==> src/rtl/ill_pkg.sv <==
`timescale 1ns / 1ps

package ill_pkg;

    localparam int CAPACITY = 16;
    localparam int ADDR_W   = (CAPACITY > 1) ? $clog2(CAPACITY) : 1;
    localparam int CNT_W    = $clog2(CAPACITY + 1);
    localparam int DATA_W   = 32;
    localparam int CMD_W    = 3;
    localparam int POS_W    = 6;
    localparam int STAT_W   = 3;
    localparam int OCNT_W   = 7;

    typedef enum logic [CMD_W-1:0] {
        CMD_INSERT = 3'd0,
        CMD_APPEND = 3'd1,
        CMD_FETCH  = 3'd2,
        CMD_UPDATE = 3'd3,
        CMD_DELETE = 3'd4,
        CMD_POP    = 3'd5
    } t_cmd;

    typedef enum logic [STAT_W-1:0] {
        ST_OK      = 3'd0,
        ST_BADPOS  = 3'd1,
        ST_FULL    = 3'd2,
        ST_EMPTY   = 3'd3,
        ST_INVALID = 3'd4
    } t_status;

    typedef struct packed {
        logic signed [DATA_W-1:0] value;
        logic [POS_W-1:0]         index;
        t_status                  status;
        logic [OCNT_W-1:0]        count;
        logic                     last;
    } t_beat;

    typedef struct packed {
        logic              we;
        logic [ADDR_W-1:0] waddr;
        logic [DATA_W-1:0] wdata;
        logic              re;
        logic [ADDR_W-1:0] raddr;
    } t_ram_req;

    typedef struct packed {
        logic [CNT_W-1:0] next;
        logic             gt;
        logic             lt;
        logic             eq;
    } t_step_res;

endpackage

==> src/rtl/ill_ram.sv <==
`timescale 1ns / 1ps

module ill_ram #(
    parameter int WIDTH = 32,
    parameter int DEPTH = 16
) (
    input  logic                                        i_clk,
    input  logic                                        i_we,
    input  logic [((DEPTH > 1) ? $clog2(DEPTH) : 1)-1:0] i_waddr,
    input  logic [WIDTH-1:0]                            i_wdata,
    input  logic                                        i_re,
    input  logic [((DEPTH > 1) ? $clog2(DEPTH) : 1)-1:0] i_raddr,
    output logic [WIDTH-1:0]                            o_rdata
);

    logic [WIDTH-1:0] r_mem [DEPTH];
    logic [WIDTH-1:0] r_rdata;

    always_ff @(posedge i_clk) begin
        if (i_we) begin
            r_mem[i_waddr] <= i_wdata;
        end
        if (i_re) begin
            r_rdata <= r_mem[i_raddr];
        end
    end

    assign o_rdata = r_rdata;

endmodule

==> src/rtl/ill_step.sv <==
`timescale 1ns / 1ps

module ill_step (
    input  logic [ill_pkg::CNT_W-1:0] i_idx,
    input  logic [ill_pkg::CNT_W-1:0] i_bound,
    input  logic                      i_dec,
    output ill_pkg::t_step_res        o_res
);
    import ill_pkg::*;

    logic [CNT_W-1:0] w_next;

    // one incrementer/decrementer and one magnitude compare, shared by all loops
    assign w_next     = i_dec ? (i_idx - CNT_W'(1)) : (i_idx + CNT_W'(1));
    assign o_res.next = w_next;
    assign o_res.gt   = (w_next > i_bound);
    assign o_res.lt   = (w_next < i_bound);
    assign o_res.eq   = (w_next == i_bound);

endmodule

==> src/rtl/ill_ctrl.sv <==
`timescale 1ns / 1ps

module ill_ctrl (
    input  logic                             i_clk,
    input  logic                             i_rst_n,
    input  logic                             i_in_valid,
    output logic                             o_busy,
    input  logic [ill_pkg::CMD_W-1:0]        i_command,
    input  logic [ill_pkg::POS_W-1:0]        i_position,
    input  logic signed [ill_pkg::DATA_W-1:0] i_new_value,
    output ill_pkg::t_ram_req                o_ram,
    input  logic [ill_pkg::DATA_W-1:0]       i_rd_data,
    output logic                             o_res_valid,
    input  logic                             i_res_ready,
    output ill_pkg::t_beat                   o_res
);
    import ill_pkg::*;

    typedef enum logic [6:0] {
        S_IDLE   = 7'b0000001,
        S_SRD    = 7'b0000010,
        S_SWR    = 7'b0000100,
        S_PUT    = 7'b0001000,
        S_FRD    = 7'b0010000,
        S_FOUT   = 7'b0100000,
        S_RESULT = 7'b1000000
    } t_state;

    t_state           r_state,  n_state;
    logic [CNT_W-1:0] r_count,  n_count;
    logic [CNT_W-1:0] r_idx,    n_idx;
    logic [CNT_W-1:0] r_bound,  n_bound;
    logic             r_dec,    n_dec;
    logic             r_grow,   n_grow;
    t_status          r_status, n_status;
    logic [DATA_W-1:0] r_val,   n_val;

    t_step_res        w_step;
    logic [OCNT_W-1:0] w_cnt_ext;
    logic [OCNT_W-1:0] w_pos_ext;
    logic             w_full;
    logic             w_empty;
    logic             w_pos_bad;

    ill_step u_step (
        .i_idx   (r_idx),
        .i_bound (r_bound),
        .i_dec   (r_dec),
        .o_res   (w_step)
    );

    assign w_cnt_ext = OCNT_W'(r_count);
    assign w_pos_ext = OCNT_W'(i_position);
    assign w_full    = (r_count == CNT_W'(CAPACITY));
    assign w_empty   = (r_count == '0);
    assign w_pos_bad = (w_pos_ext >= w_cnt_ext);
    assign o_busy    = (r_state != S_IDLE);

    always_comb begin
        n_state  = r_state;
        n_count  = r_count;
        n_idx    = r_idx;
        n_bound  = r_bound;
        n_dec    = r_dec;
        n_grow   = r_grow;
        n_status = r_status;
        n_val    = r_val;

        o_ram       = '0;
        o_res_valid = 1'b0;
        o_res       = '0;
        o_res.count = w_cnt_ext;
        o_res.last  = 1'b1;

        unique case (r_state)
            S_IDLE: begin
                if (i_in_valid) begin
                    n_val    = i_new_value;
                    n_status = ST_OK;
                    n_grow   = 1'b0;
                    n_dec    = 1'b0;
                    n_state  = S_RESULT;
                    unique case (t_cmd'(i_command))
                        CMD_INSERT: begin
                            if (w_pos_bad) begin
                                n_status = ST_BADPOS;
                            end else if (w_full) begin
                                n_status = ST_FULL;
                            end else begin
                                // shift from the tail down to the insert point
                                n_idx   = r_count;
                                n_bound = CNT_W'(i_position);
                                n_dec   = 1'b1;
                                n_grow  = 1'b1;
                                n_state = S_SRD;
                            end
                        end
                        CMD_APPEND: begin
                            if (w_full) begin
                                n_status = ST_FULL;
                            end else begin
                                n_idx   = r_count;
                                n_grow  = 1'b1;
                                n_state = S_PUT;
                            end
                        end
                        CMD_FETCH: begin
                            if (w_empty) begin
                                n_status = ST_EMPTY;
                            end else begin
                                n_idx   = '0;
                                n_bound = r_count;
                                n_state = S_FRD;
                            end
                        end
                        CMD_UPDATE: begin
                            if (w_pos_bad) begin
                                n_status = ST_BADPOS;
                            end else begin
                                n_idx   = CNT_W'(i_position);
                                n_state = S_PUT;
                            end
                        end
                        CMD_DELETE: begin
                            if (w_empty) begin
                                n_status = ST_EMPTY;
                            end else if (w_pos_bad) begin
                                n_status = ST_BADPOS;
                            end else begin
                                n_idx   = CNT_W'(i_position);
                                n_bound = r_count;
                                n_state = S_SRD;
                            end
                        end
                        CMD_POP: begin
                            if (w_empty) begin
                                n_status = ST_EMPTY;
                            end else begin
                                n_count = r_count - CNT_W'(1);
                            end
                        end
                        default: begin
                            n_status = ST_INVALID;
                        end
                    endcase
                end
            end

            S_SRD: begin
                // insert always has a neighbor to pull; delete stops at the tail
                if (r_dec || w_step.lt) begin
                    o_ram.re    = 1'b1;
                    o_ram.raddr = w_step.next[ADDR_W-1:0];
                    n_state     = S_SWR;
                end else begin
                    n_count = r_count - CNT_W'(1);
                    n_state = S_RESULT;
                end
            end

            S_SWR: begin
                o_ram.we    = 1'b1;
                o_ram.waddr = r_idx[ADDR_W-1:0];
                o_ram.wdata = i_rd_data;
                n_idx       = w_step.next;
                if (r_dec) begin
                    n_state = w_step.gt ? S_SRD : S_PUT;
                end else begin
                    n_state = S_SRD;
                end
            end

            S_PUT: begin
                o_ram.we    = 1'b1;
                o_ram.waddr = r_idx[ADDR_W-1:0];
                o_ram.wdata = r_val;
                if (r_grow) begin
                    n_count = r_count + CNT_W'(1);
                end
                n_state = S_RESULT;
            end

            S_FRD: begin
                o_ram.re    = 1'b1;
                o_ram.raddr = r_idx[ADDR_W-1:0];
                n_state     = S_FOUT;
            end

            S_FOUT: begin
                o_res_valid = 1'b1;
                o_res.value = i_rd_data;
                o_res.index = POS_W'(r_idx);
                o_res.last  = w_step.eq;
                if (i_res_ready) begin
                    if (w_step.eq) begin
                        n_state = S_IDLE;
                    end else begin
                        n_idx   = w_step.next;
                        n_state = S_FRD;
                    end
                end
            end

            S_RESULT: begin
                o_res_valid  = 1'b1;
                o_res.status = r_status;
                if (i_res_ready) begin
                    n_state = S_IDLE;
                end
            end

            default: begin
                n_state = S_IDLE;
            end
        endcase
    end

    always_ff @(posedge i_clk) begin
        if (!i_rst_n) begin
            r_state <= S_IDLE;
            r_count <= '0;
        end else begin
            r_state <= n_state;
            r_count <= n_count;
        end
        r_idx    <= n_idx;
        r_bound  <= n_bound;
        r_dec    <= n_dec;
        r_grow   <= n_grow;
        r_status <= n_status;
        r_val    <= n_val;
    end

endmodule

==> src/rtl/indexed_list_insert_delete.sv <==
`timescale 1ns / 1ps
// Sequence: update and append write the entry (S_PUT), then report (S_RESULT); insert
// first moves entries up, delete moves entries down; pop, errors and invalid commands
// go straight to S_RESULT. One command at a time on the single-port-pair list RAM: a moved
// entry is read (S_SRD), then written (S_SWR); fetch reads, then presents, each entry.
// Reset (synchronous, active low) empties the list and idles the sequencer; the
// entry RAM keeps its contents and is never read beyond the held count.

module indexed_list_insert_delete (
    input  logic                              i_clk,
    input  logic                              i_rst_n,
    input  logic                              i_valid,
    output logic                              o_stall,
    input  logic [ill_pkg::CMD_W-1:0]         i_command,
    input  logic [ill_pkg::POS_W-1:0]         i_position,
    input  logic signed [ill_pkg::DATA_W-1:0] i_new_value,
    output logic                              o_valid,
    input  logic                              i_stall,
    output logic signed [ill_pkg::DATA_W-1:0] o_entry_value,
    output logic [ill_pkg::POS_W-1:0]         o_entry_index,
    output logic [ill_pkg::STAT_W-1:0]        o_status,
    output logic [ill_pkg::OCNT_W-1:0]        o_entry_count,
    output logic                              o_last
);
    import ill_pkg::*;

    t_ram_req          w_ram;
    logic [DATA_W-1:0] w_rd_data;
    logic              w_busy;
    logic              w_res_valid;
    logic              w_res_ready;
    t_beat             w_res;

    logic  r_o_valid, n_o_valid;
    t_beat r_beat,    n_beat;

    ill_ram #(
        .WIDTH (DATA_W),
        .DEPTH (CAPACITY)
    ) u_ram (
        .i_clk   (i_clk),
        .i_we    (w_ram.we),
        .i_waddr (w_ram.waddr),
        .i_wdata (w_ram.wdata),
        .i_re    (w_ram.re),
        .i_raddr (w_ram.raddr),
        .o_rdata (w_rd_data)
    );

    ill_ctrl u_ctrl (
        .i_clk       (i_clk),
        .i_rst_n     (i_rst_n),
        .i_in_valid  (i_valid),
        .o_busy      (w_busy),
        .i_command   (i_command),
        .i_position  (i_position),
        .i_new_value (i_new_value),
        .o_ram       (w_ram),
        .i_rd_data   (w_rd_data),
        .o_res_valid (w_res_valid),
        .i_res_ready (w_res_ready),
        .o_res       (w_res)
    );

    // output register frees the sequencer as soon as a beat is handed over
    assign w_res_ready = !r_o_valid || !i_stall;

    always_comb begin
        n_o_valid = r_o_valid;
        n_beat    = r_beat;
        if (w_res_ready) begin
            n_o_valid = w_res_valid;
            if (w_res_valid) begin
                n_beat = w_res;
            end
        end
    end

    always_ff @(posedge i_clk) begin
        if (!i_rst_n) begin
            r_o_valid <= 1'b0;
        end else begin
            r_o_valid <= n_o_valid;
        end
        r_beat <= n_beat;
    end

    assign o_stall       = w_busy;
    assign o_valid       = r_o_valid;
    assign o_entry_value = r_beat.value;
    assign o_entry_index = r_beat.index;
    assign o_status      = r_beat.status;
    assign o_entry_count = r_beat.count;
    assign o_last        = r_beat.last;

    a_count_cap: assert property (@(posedge i_clk) disable iff (!i_rst_n)
        o_valid |-> (o_entry_count <= OCNT_W'(CAPACITY)))
        else $error("entry count above capacity");

    a_mid_fetch_ok: assert property (@(posedge i_clk) disable iff (!i_rst_n)
        (o_valid && !o_last) |-> (o_status == ST_OK))
        else $error("non-final beat without ok status");

    a_err_zero: assert property (@(posedge i_clk) disable iff (!i_rst_n)
        (o_valid && (o_status != ST_OK)) |-> ((o_entry_value == '0) && (o_entry_index == '0)))
        else $error("error beat carries data");

    a_busy_after_accept: assert property (@(posedge i_clk) disable iff (!i_rst_n)
        (i_valid && !o_stall) |=> o_stall)
        else $error("sequencer idle right after accepting a command");

endmodule
==> config.mk <==
export PLATFORM = sky130hd
export DESIGN_NAME = indexed_list_insert_delete
export DESIGN_NICKNAME = d
export VERILOG_FILES = /design/src/rtl/ill_pkg.sv /design/src/rtl/ill_ram.sv /design/src/rtl/ill_step.sv /design/src/rtl/ill_ctrl.sv /design/src/rtl/indexed_list_insert_delete.sv
export SDC_FILE = /design/constraint.sdc
export NUM_CORES = 1
export LEC_CHECK = 0
export BUFFER_PORTS_ARGS = -buffer_cell sky130_fd_sc_hd__buf_2
export CORE_ASPECT_RATIO = 1.4
export CORE_MARGIN = 2
export CORE_UTILIZATION = 27
export CTS_CLUSTER_DIAMETER = 40
export DETAILED_ROUTE_END_ITERATION = 12
export SYNTH_ARGS = -nofsm -noshare
export SYNTH_HDL_FRONTEND = slang
export SYNTH_SLANG_ARGS = --single-unit
==> constraint.sdc <==
create_clock -name i_clk -period 11.54 [get_ports i_clk]
set_input_delay 0.577 -clock i_clk [delete_from_list [all_inputs] [get_ports i_clk]]
set_output_delay 0.577 -clock i_clk [all_outputs]
set_load 0.02 [all_outputs]
== Word level (Yosys, flattened, before mapping) ==
Memories as Yosys holds them, arrays and structs flattened. A register that Yosys moved wholly into a read port is not among the register bits.
Cells that the tools add are included.
Operators by class
  $lt $le $gt $ge: 3
  add/sub/neg operators: 4
  eq/ne operators: 32
  reduce and logical (&&, ||, !) cells: 17
  multiplexer cells: 54
Operators with widths (count)
  5-bit 2-to-1 mux: 21
  7-bit 2-to-1 mux: 12
  37-bit case mux with 2 select lines: 1
  7-bit case mux with 7 select lines: 1
  5-bit case mux with 3 select lines: 3
  7-bit case mux with 5 select lines: 1
  5-bit case mux with 5 select lines: 1
  2-bit inequality test (second input constant): 10
  8-bit AND reduction: 2
  3-bit case mux with 5 select lines: 1
  5-bit by 1-bit adder with 5-bit output (second input constant): 2
  5-bit case mux with 2 select lines: 1
  5-bit by 1-bit subtractor with 5-bit output (second input constant): 2
  3-bit inequality test (second input constant): 3
  3-bit nonzero test: 3
  7-bit by 1-bit equality test with 1-bit output (second input constant): 1
  7-bit by 2-bit equality test with 1-bit output (second input constant): 1
  7-bit by 3-bit equality test with 1-bit output (second input constant): 1
  7-bit by 4-bit equality test with 1-bit output (second input constant): 1
  7-bit by 5-bit equality test with 1-bit output (second input constant): 1
  7-bit by 6-bit equality test with 1-bit output (second input constant): 1
  7-bit equality test (second input constant): 1
  7-bit by 1-bit inequality test with 1-bit output (second input constant): 1
  3-bit by 2-bit equality test with 1-bit output (second input constant): 2
  22 further kinds: 36
Storage, ports and cells
  bits in writable memories: 512
  output and inout bits: 51
  flip-flop bits (word level): 107
  memories: 1
Memories
  u_ram.r_mem: words 16, width 32, read ports 1, clocked after Yosys merged registers in 1, wr ports 1, RTL line ill_ram.sv:16  | logic [WIDTH-1:0] r_mem [DEPTH];

== Depth between registers and ports, before layout ==
Gate-level depths: netlist of run 1.
  word-level depth: 6
  mapped depth: 16

== Hierarchy ==
A second synthesis of run 1 with hierarchy kept.
Unflattened totals
  cell total of the unflattened synthesis: 1254
  area total of the unflattened synthesis: 25360.6 um^2
Modules (own cells, without submodules)
  ill_ram: instances 1, cells an instance 838, seq. area each 16335.7 um^2, area each 20155.6 um^2
  ill_ctrl: instances 1, cells an instance 329, seq. area each 1651.6 um^2, area each 3427.0 um^2
  indexed_list_insert_delete: instances 1, cells an instance 54, seq. area each 1491.4 um^2, area each 1512.7 um^2
  ill_step: instances 1, cells an instance 33, seq. area each 0.0 um^2, area each 265.3 um^2

== Worst setup path before layout of run 1 ==
OpenSTA, ideal clock, no wires.
  path kind: register to register
  start point: reg u_ctrl.r_dec
  end point: reg u_ram.r_rdata[0], in the netlist u_ram.o_rdata[0], read port of u_ram.r_mem, enable pin
  clock period less this slack: 4053 ps
  arrival time: 3588 ps
  setup time: 466 ps
  slack: 7487 ps
  data required time: 11074 ps
  buffers on the path: 0
  cell stages (with the launch flop): 11
  path through: edfxtp_1 fa_1 a21o_1 a21oi_1 xnor2_1 ha_1 and3_1 a211oi_1 a21o_1 nand2_1 o21ai_0
RTL lines
  from (decl): RTL line ill_ctrl.sv:33  | logic r_dec, n_dec;
  from (signal assigned): RTL line ill_ctrl.sv:228  | r_dec <= n_dec;
  to (decl): RTL line ill_ram.sv:17  | logic [WIDTH-1:0] r_rdata;

== Final worst setup path of run 1 ==
  start point: reg u_ctrl.r_dec
  end point: reg u_ram.r_rdata[1], in the netlist u_ram.o_rdata[1], read port of u_ram.r_mem, data pin
Between the ends
  word-level cells in the longest chain between the ends: 5
Ends and longest elaborated chain
  5-bit 2-to-1 mux: RTL line ill_step.sv:14  | assign w_next = i_dec ? (i_idx - CNT_W'(1)) : (i_idx + CNT_W'(1));
  5-bit < comparator: RTL line ill_step.sv:17  | assign o_res.lt = (w_next < i_bound);
  1-bit logical OR: RTL line ill_ctrl.sv:151  | if (r_dec || w_step.lt) begin
  5-bit 2-to-1 mux *: RTL line ill_ctrl.sv:151
  5-bit case mux with 2 select lines *: RTL line ill_ctrl.sv:75  | unique case (r_state)
Every way passes the cells marked *; elsewhere a longest branch is shown, timed or not.
A chain may end at the register's enable or synchronous reset.

==> metrics list, run 1 <==
- Total negative slack: 0 ns
* Startpoint-to-endpoint class of the critical path: register to register
- The number of clock buffers added by TritonCTS is 76.
* Measured slew at the worst slew-check pin: about 1.1 ns
* Static leakage: around 9 nW
- Via count: 15800
* Final Slew Violations: 0
- Element type at the critical path start: register
* Setup repair after global routing missed its margin: no
- Tcrit/Tclk final: 49.2%
- Across every metal layer, demand over resource in global routing totals between 10% and 20%.
- Clock tree from TritonCTS: built
* H-tree levels: 3
- In this run, distinct cell masters in the synthesized netlist total just over 60.
* Slowest cell on the critical path: buf_4
- After clock tree synthesis, the clock-pin slew on the worst setup and hold paths is ~0.06 ns.
* Count of fill cells added during filler insertion: just over 9000
- Counting flops with a built-in enable in the synthesized netlist gives roughly 640.
- Instance count of the mapped netlist: 1789
- In this run the most critical hold path is launched from i_new_value[9].
- Worst min-delay path category: input pin to register
- Buffers placed on the I/O ports in this run total 92.
* Number of routed nets with antenna violations: 0
- Once the clock tree was built, the setup fixing pass inserted 0 buffers.
- Synthesized-area fraction occupied by xor and xnor cells: 0.339%
* Post-Synth Adder-Cell Area: 0.931%
* Count of instances resized after the clock tree is built: 0
- The flow ran to the end, and the final reports show no timing, DRC or antenna violations.
- The tool flagged a number of max-cap violations equal to 0.
- The worst path in the final design needs a cycle of 5.68 ns, including I/O delays and setup.
- Startpoint of the worst register-to-register path: u_ctrl.r_dec
* Max-Slew Margin vs Limit: 26.4%
* Deepest clock path buffer count: 3
- After the first detailed-routing iteration, the DRC count stood at approximately 1700.
- The die is ~270 um wide.
* Drt first pass iters: 7
* Critical path's top delay family: buffers and inverters
- Average wire per cell in the routed design: 21.2 um
- During I/O placement, the number of pins put on the boundary was between 90 and 100.
- The clock drives 650 sinks.
- Number of rows in the core area: 134
- Entering global routing, the biggest net connects 90 pins.
* Synth area leaders: edfxtp_1 74%, nand2_1 4.4%, a21oi_1 3.2%
* Primary flip-flop cell chosen by synthesis mapping: edfxtp_1
- Of all flip-flops after synthesis, the portion carrying an async set or reset was 0%.
- Routed WL: around 67000 um
- The first global-routing pass estimated between 90000 and 100000 um of wire.
- Dividing the detail-routed via count by the number of cells gives around 5.0.
- Data arrives at the worst endpoint at 6.04 ns.
* Count of buffer and inverter cells on the critical path: 3
* Synth Area per Inst: 14.4 um^2
- End-of-flow core utilization: between 30% and 40%
- Multi-input logic area: 6070 um^2
- After Yosys synthesis, and, or, nand and nor cells account for about a tenth of the synthesized area.
- In this run the worst setup path begins at u_ctrl.r_dec.
* Synth-to-layout area growth: 17.3%
- Die span in y: around 370 um
* Overflow left after global routing: 0
* Combinational family with the most area after synthesis: compound AO/OA/AOI/OAI gates
- Routability Congestion: between 0.8 and 0.9
- The number of antenna violations at the first check in global routing came to 5.
- Counting flops and latches in the post-synthesis netlist gives 650.
* Clock latency on the worst-skew pair: between 0.6 and 0.7 ns
- The most numerous cell type found on the critical path is buf_4.
* Final setup violation count: 0
* Post-DP HPWL: ~37000 um
- Cell at the root of the clock tree: clkbuf_16
- Most area-hungry cell type in the Yosys netlist: edfxtp_1
- Worst vdd ir: roughly 93 uV
- The number of global-route vias before repair is 15800.
- The floorplan step defined a die boundary enclosing 98100 um^2.
* Layout cell share with drive strength beyond 1: roughly 15%
- Portion of netlist area occupied by mux cells: less than 1%
- Worst-case hold slack: approximately 0.13 ns
- The synthesized netlist occupies a cell area of 25800 um^2.
- STA classifies the critical path endpoint as a register.
* Sequence of cells on the critical path: fa_1 -> xnor2_1 -> inv_1 -> ha_1 -> and3_1 -> o21ai_0 -> nand4_1 -> nand2_4 -> buf_4 -> buf_4 -> mux2i_1 -> a221o_1 -> nand3_1
- Number of warnings printed during yosys synthesis: 0
- Area of all sequential standard cells: about 19000 um^2
* Share of the yosys chip area belonging to registers: approximately 75%
* Commonest cells in the synthesized netlist: 637 x edfxtp_1, 302 x nand2_1, 165 x a21oi_1
- The floorplan step defined a core boundary enclosing around 95000 um^2.
* DRC violations left: 0
* Hold-fix buffers at CTS: 0
* Crit path max fanout: 87
- Number of nets in the finished design: roughly 2000
- The total count of hold-check failures in the final report came to 0.
- Summing the areas of all compound-gate instances in the mapped netlist gives between 10% and 20% of the synthesized area.
* Power per standard cell area: ~170 nW/um^2
- For this run, the slowest stage of the critical path takes ~0.84 ns.
- The initial utilization of the core area, before any placement, comes to a little over a quarter.
- Area share of the largest cell type after synthesis: approximately three quarters
- edfxtp_1 is the most common cell in the netlist.
- Worst clock skew on the final layout: approximately 0.019 ns
- Endpoint required time on the critical path: between 10 and 15 ns
* Top achievable clock speed: 176 MHz
[placed cells by master (no fill, tap or decap), types with 5 or more instances in the layout]
cell,Yosys,final
a32oi_1,34,34
inv_6,0,7
clkinvlp_4,0,7
buf_2,45,92
ha_1,16,16
nor3_1,7,7
nand2b_1,8,8
clkbuf_16,0,76
nor2_1,48,29
a22o_1,78,78
dfxtp_1,13,13
clkinv_2,0,10
o21ai_0,20,19
a21o_1,13,12
nand2_1,302,301
xor2_1,5,5
edfxtp_1,637,637
clkbuf_1,51,8
nor2_4,0,17
clkinv_1,1,11
inv_1,16,15
bufinv_16,0,7
mux2i_1,19,19
xnor2_1,5,5
and2_1,46,45
a221o_1,19,19
a22oi_1,37,37
nand3_1,107,107
buf_4,5,36
clkinv_4,0,9
nor4_1,5,5
a21oi_1,165,164
o21ai_1,15,14
[path summary, 6_finish.rpt]
kind                                         end  slack [ns]  cells after the start
worst min register to register       o_status[2]        0.53                      1
worst max register to register  u_ram.o_rdata[1]        5.86                     13
worst min-delay path             u_ctrl.r_val[9]        0.13                      1
worst max-delay path            u_ram.o_rdata[1]        5.86                     13
[power by group]
group | switching (mW) | internal (mW)
clock | 0.969 | 1.38
sequential | 0.0284 | 2.61
combinational | 0.146 | 0.0676
[through the flow]
step	cells	setup WS [ns]	total power [mW]	instance area [um^2]
5_1_grt	3171	5.47	5.36	30300
4_1_cts	3171	5.89	5.25	30300
2_1_floorplan	1791	7.49	2.81	25800
3_3_place_gp	3034	6.08	2.90	27800
6_report	3172	5.86	5.20	30300
3_5_place_dp	3034	5.96	2.90	27800
[flip-flops by register name, indices dropped and copies added (netlist names), 7 cells and up]
name,cells
u_ram.r_mem,512
u_ctrl.r_state,7
o_entry_value,32
u_ctrl.r_val,32
u_ram.o_rdata,32
[cells by family after synthesis]
kind of cell | count (synthesis)
buffers and inverters | 127
muxes | 23
other | 1
and+or+nand+nor | 551
DFF | 650
AOI/OAI and AO/OA | 409
adders and majority gates | 18
xor gates and xnor gates | 10
[metal layers]
| metal | vias up | GRT usage [%] | share of wire (%) |
|---|---|---|---|
| met1 | 7908 | 16.8 | 40 |
| met4 | 10 | 5.99 | 3.6 |
| met2 | 653 | 22.7 | 49 |
| met3 | 153 | 2.64 | 6.9 |
| met5 | - | 0 | 0.095 |
| li1 | 7039 | - | - |
[worst reg2reg max path, stage by stage (launching register included)]
cell and delay, ns:
edfxtp_1 0.56, fa_1 0.52, xnor2_1 0.50, inv_1 0.18, ha_1 0.31, and3_1 0.21
o21ai_0 0.17, nand4_1 0.26, nand2_4 0.62, buf_4 0.65, buf_4 0.85, mux2i_1 0.36
a221o_1 0.17, nand3_1 0.07
[area by class of cell]
type                    count  share of cell area (%)
clock inverters            53                    1.75
well taps                1224                    5.06
inverters                  18                   0.223
multi-input cells        1014                    20.1
flip-flops and latches    650                    64.1
diodes                      1                 0.00827
clock buffers              84                    6.39
repair buffers            128                    2.42
No activity file was read; power rests on OpenSTA's default activity.
==> inputs of run 2 (changes only) <==
==> constraint.sdc (replaced) <==
create_clock -name i_clk -period 4.8 [get_ports i_clk]
set_input_delay 0.24 -clock i_clk [delete_from_list [all_inputs] [get_ports i_clk]]
set_output_delay 0.24 -clock i_clk [all_outputs]
set_load 0.02 [all_outputs]
==> run 2 against run 1 <==
  * Design area is 2.7% higher
  * Global-route usage is 0.062 points lower
  * Sequential cell count stayed put
  * Cell count is 1.9% higher
==> metrics list, run 2 (synthesis gave the netlist of run 1 again) <==
* Result of the run: completed
- In the final layout, the share of cells above drive strength 1 is roughly 16%.
- Startpoint-to-endpoint class of the critical path: register to register
* Most used cells in the layout excluding fill and tap cells: 637 x edfxtp_1, 301 x nand2_1, 164 x a21oi_1, 107 x nand3_1, 92 x buf_2
* GR Util met2: a little under a quarter
- Global routing consumed, over all layers together, between 10% and 20% of the routing resources.
- Measured slew at the worst slew-check pin: 1.04 ns
* DRC violations left: 0
* Starting Density: a little over a quarter
- The clock net in this run drives a total of 650 sinks.
- Final hold vios: 0
- Register-to-register path setup slack: approximately 0.26 ns
- Switching Share: 21.8%
- Worst clock skew on the final layout: ~0.023 ns
- Data arrival time of the worst path: between 5 and 6 ns
- # diodes: 0
- VDD sags by at most ~300 uV.
- The count of nets left with antenna violations once routing finished came out at 0.
- Drt first-iter violations: between 1000 and 1500
- The final critical path takes up 94.5% of the cycle.
- In the final routed layout, each cell accounts on average for roughly 21 um.
- Highest-utilization routing layer at the global route stage: met2
- The worst setup path is launched from a register.
- The detailed router placed approximately 16000 vias in this run.
- Internal power component: between 10 and 15 mW
* Via density per instance: a little under 5
- Final instance count without filler cells: around 3200
* Commonest non-fill, non-tap cell in the layout: edfxtp_1
- The clock period could shrink to around 4.5 ns.
- Post-DP HPWL: just under 40000 um
- Via count of the first global-routing pass: ~16000
- Worst r2r dst: u_ram.o_rdata[29]
- Based on the critical path, the design can be clocked at up to around 220 MHz.
* Deepest clock path buffer count: 3
* Count of buffers from port buffering: 92
* Routability Congestion: 0.841
- The tightest min-delay check is of the input pin to register type.
- Cell at the root of the clock tree: clkbuf_16
- Setup repair after global routing missed its margin: no
- Capture point of the critical path: u_ram.o_rdata[29]
- Total negative slack: 0 ns
- Endpoint required time on the critical path: around 5.3 ns
- CTS built an H-tree with a depth of 3.
- Number of rows in the core area: 134
- The register with the most flip-flops in the layout has approximately 510 of them.
* Launching element of the worst setup path: u_ctrl.r_dec
- The region available for standard cell placement spans roughly 95000 um^2.
- Counting cells, the worst reg-to-reg path comes to 15.
* Maximum number of pins on one net before global-route repair: approximately 110
* Die span in y: 370 um
- The floorplan step defined a die boundary enclosing around 98000 um^2.
* Post-Place Setup Slack: between 0.3 and 0.4 ns
- Instance count after placement with tap cells included: approximately 3100
* Static leakage: 9.37 nW
- TritonCTS buffer count: 78
- In this run, post-CTS repair resized a total of 0 instances.
* Clock tree from TritonCTS: built
- In this run, the clock network consumes a little under half of the power.
- The first TritonRoute pass finished after 5 iterations.
* Net switching power: about 2.8 mW
- Register with the most flip-flops: u_ram.r_mem
- The number of antenna violations at the first check in global routing is 1.
- Sequential cells account for between 40% and 50% of the total power.
- Global routing finished with a remaining overflow of 0.
- Capturing element type of the critical path: register
- Max-cap violations in this run came to 0.
- Setup violations remaining at the end of the flow were counted as 0.
* Power per standard cell area: between 400 and 500 nW/um^2
* Final Slew Violations: 0
- GR Layer Usage met3: between 2 and 2.5%
- The net count of the finished layout is between 2000 and 2500.
- The tightest hold path in the finished design has a slack of around 0.043 ns.
- Clock latency on the worst-skew pair: 0.63 ns
- Die boundary width: around 270 um
* Count of fill cells added during filler insertion: between 9000 and 10000
* Routed WL: 67400 um
* Combinational share of power: about 4.4%
- GRT met1 Usage: roughly 17%
* Max-Slew Margin vs Limit: about 30%
- The first global-routing pass estimated approximately 100000 um of wire.
* Final critical-path setup slack: between 0.2 and 0.3 ns
* Startpoint of the worst register-to-register path: u_ctrl.r_dec
- Synth-to-layout area growth: 20.4%
* Clock transition time at the flip-flop clock pins of the worst setup and hold paths: 0.06 ns
- between 90 and 100 I/O pins were placed.
* End-of-flow core utilization: 32.7%
* Crit path max fanout: 13
## run 2: cell count changes in the layout (fill, tap and decap cells not counted), sizes merged, moves of 4 or more
cell / delta
bufinv: +4
buf: +17
clkbuf: +4
clkinv: -9
dlygate4sd3: +37
clkinvlp: +5
## run 2: timing repair
action                    in CTS  in global routing
hold endpoints to repair      40                  0
hold buffers                  37                  0
buffers inserted               0                  0
## run 2: worst min-delay path by stage
stage | startpoint | end | slack (ns) | depth (start not counted)
final | i_position[3] | u_ctrl.r_bound[3] | 0.04 | 2
after global routing | i_position[3] | u_ctrl.r_bound[3] | 0.04 | 2
after CTS | i_position[3] | u_ctrl.r_bound[3] | 0.0003 | 2
after detailed placement | i_new_value[18] | u_ctrl.r_val[18] | 0.42 | 1
after global placement | i_new_value[29] | u_ctrl.r_val[29] | 0.42 | 1
after floorplan | i_rst_n | u_ctrl.r_state[0] | 0.33 | 1
## run 2: routing by layer
metal	wire length, um	vias to the layer above
met5	16	-
met4	2030	2
met3	3730	134
met2	33900	589
met1	27800	8057
li1	-	7161
## run 2: power groups by stage
stage / clock, mW / sequential (mW) / combinational (mW)
finish: 6.10 / 6.34 / 0.572
detailed placement: 0 / 6.46 / 0.546
CTS: 6.19 / 6.35 / 0.574
global placement: 0 / 6.46 / 0.531
floorplan: 0 / 6.47 / 0.289
global route: 6.40 / 6.35 / 0.618
## run 2: metrics by stage
| stage | area, um^2 | power, mW |
|---|---|---|
| after CTS | 31100 | 13.1 |
| after global routing | 31100 | 13.4 |
| after floorplan | 25800 | 6.76 |
| after detailed placement | 28000 | 7.01 |
| after global placement | 28000 | 6.99 |
| final | 31100 | 13.0 |
## run 2: final cells by class
cell class	count	area, um^2	area share (%)
Clock inverter	55	686	2.21
Tap cell	1224	1530	4.93
Clock buffer	88	2030	6.54
Sequential cell	650	19400	62.4
Multi-Input combinational cell	1014	6060	19.5
Inverter	18	67.6	0.218
Timing Repair Buffer	182	1290	4.16
## run 2: critical path, stage by stage, from the launching register on
cell	delay (ns)
edfxtp_1	0.51
buf_4	0.21
ha_1	0.29
a21o_1	0.16
a21oi_1	0.16
xnor2_1	0.19
ha_1	0.30
and3_1	0.19
a211oi_1	0.37
a21oi_1	0.25
a21o_2	0.40
nor2_2	0.66
buf_4	0.35
a22o_1	0.17
o21ai_1	0.06
nand3_1	0.12
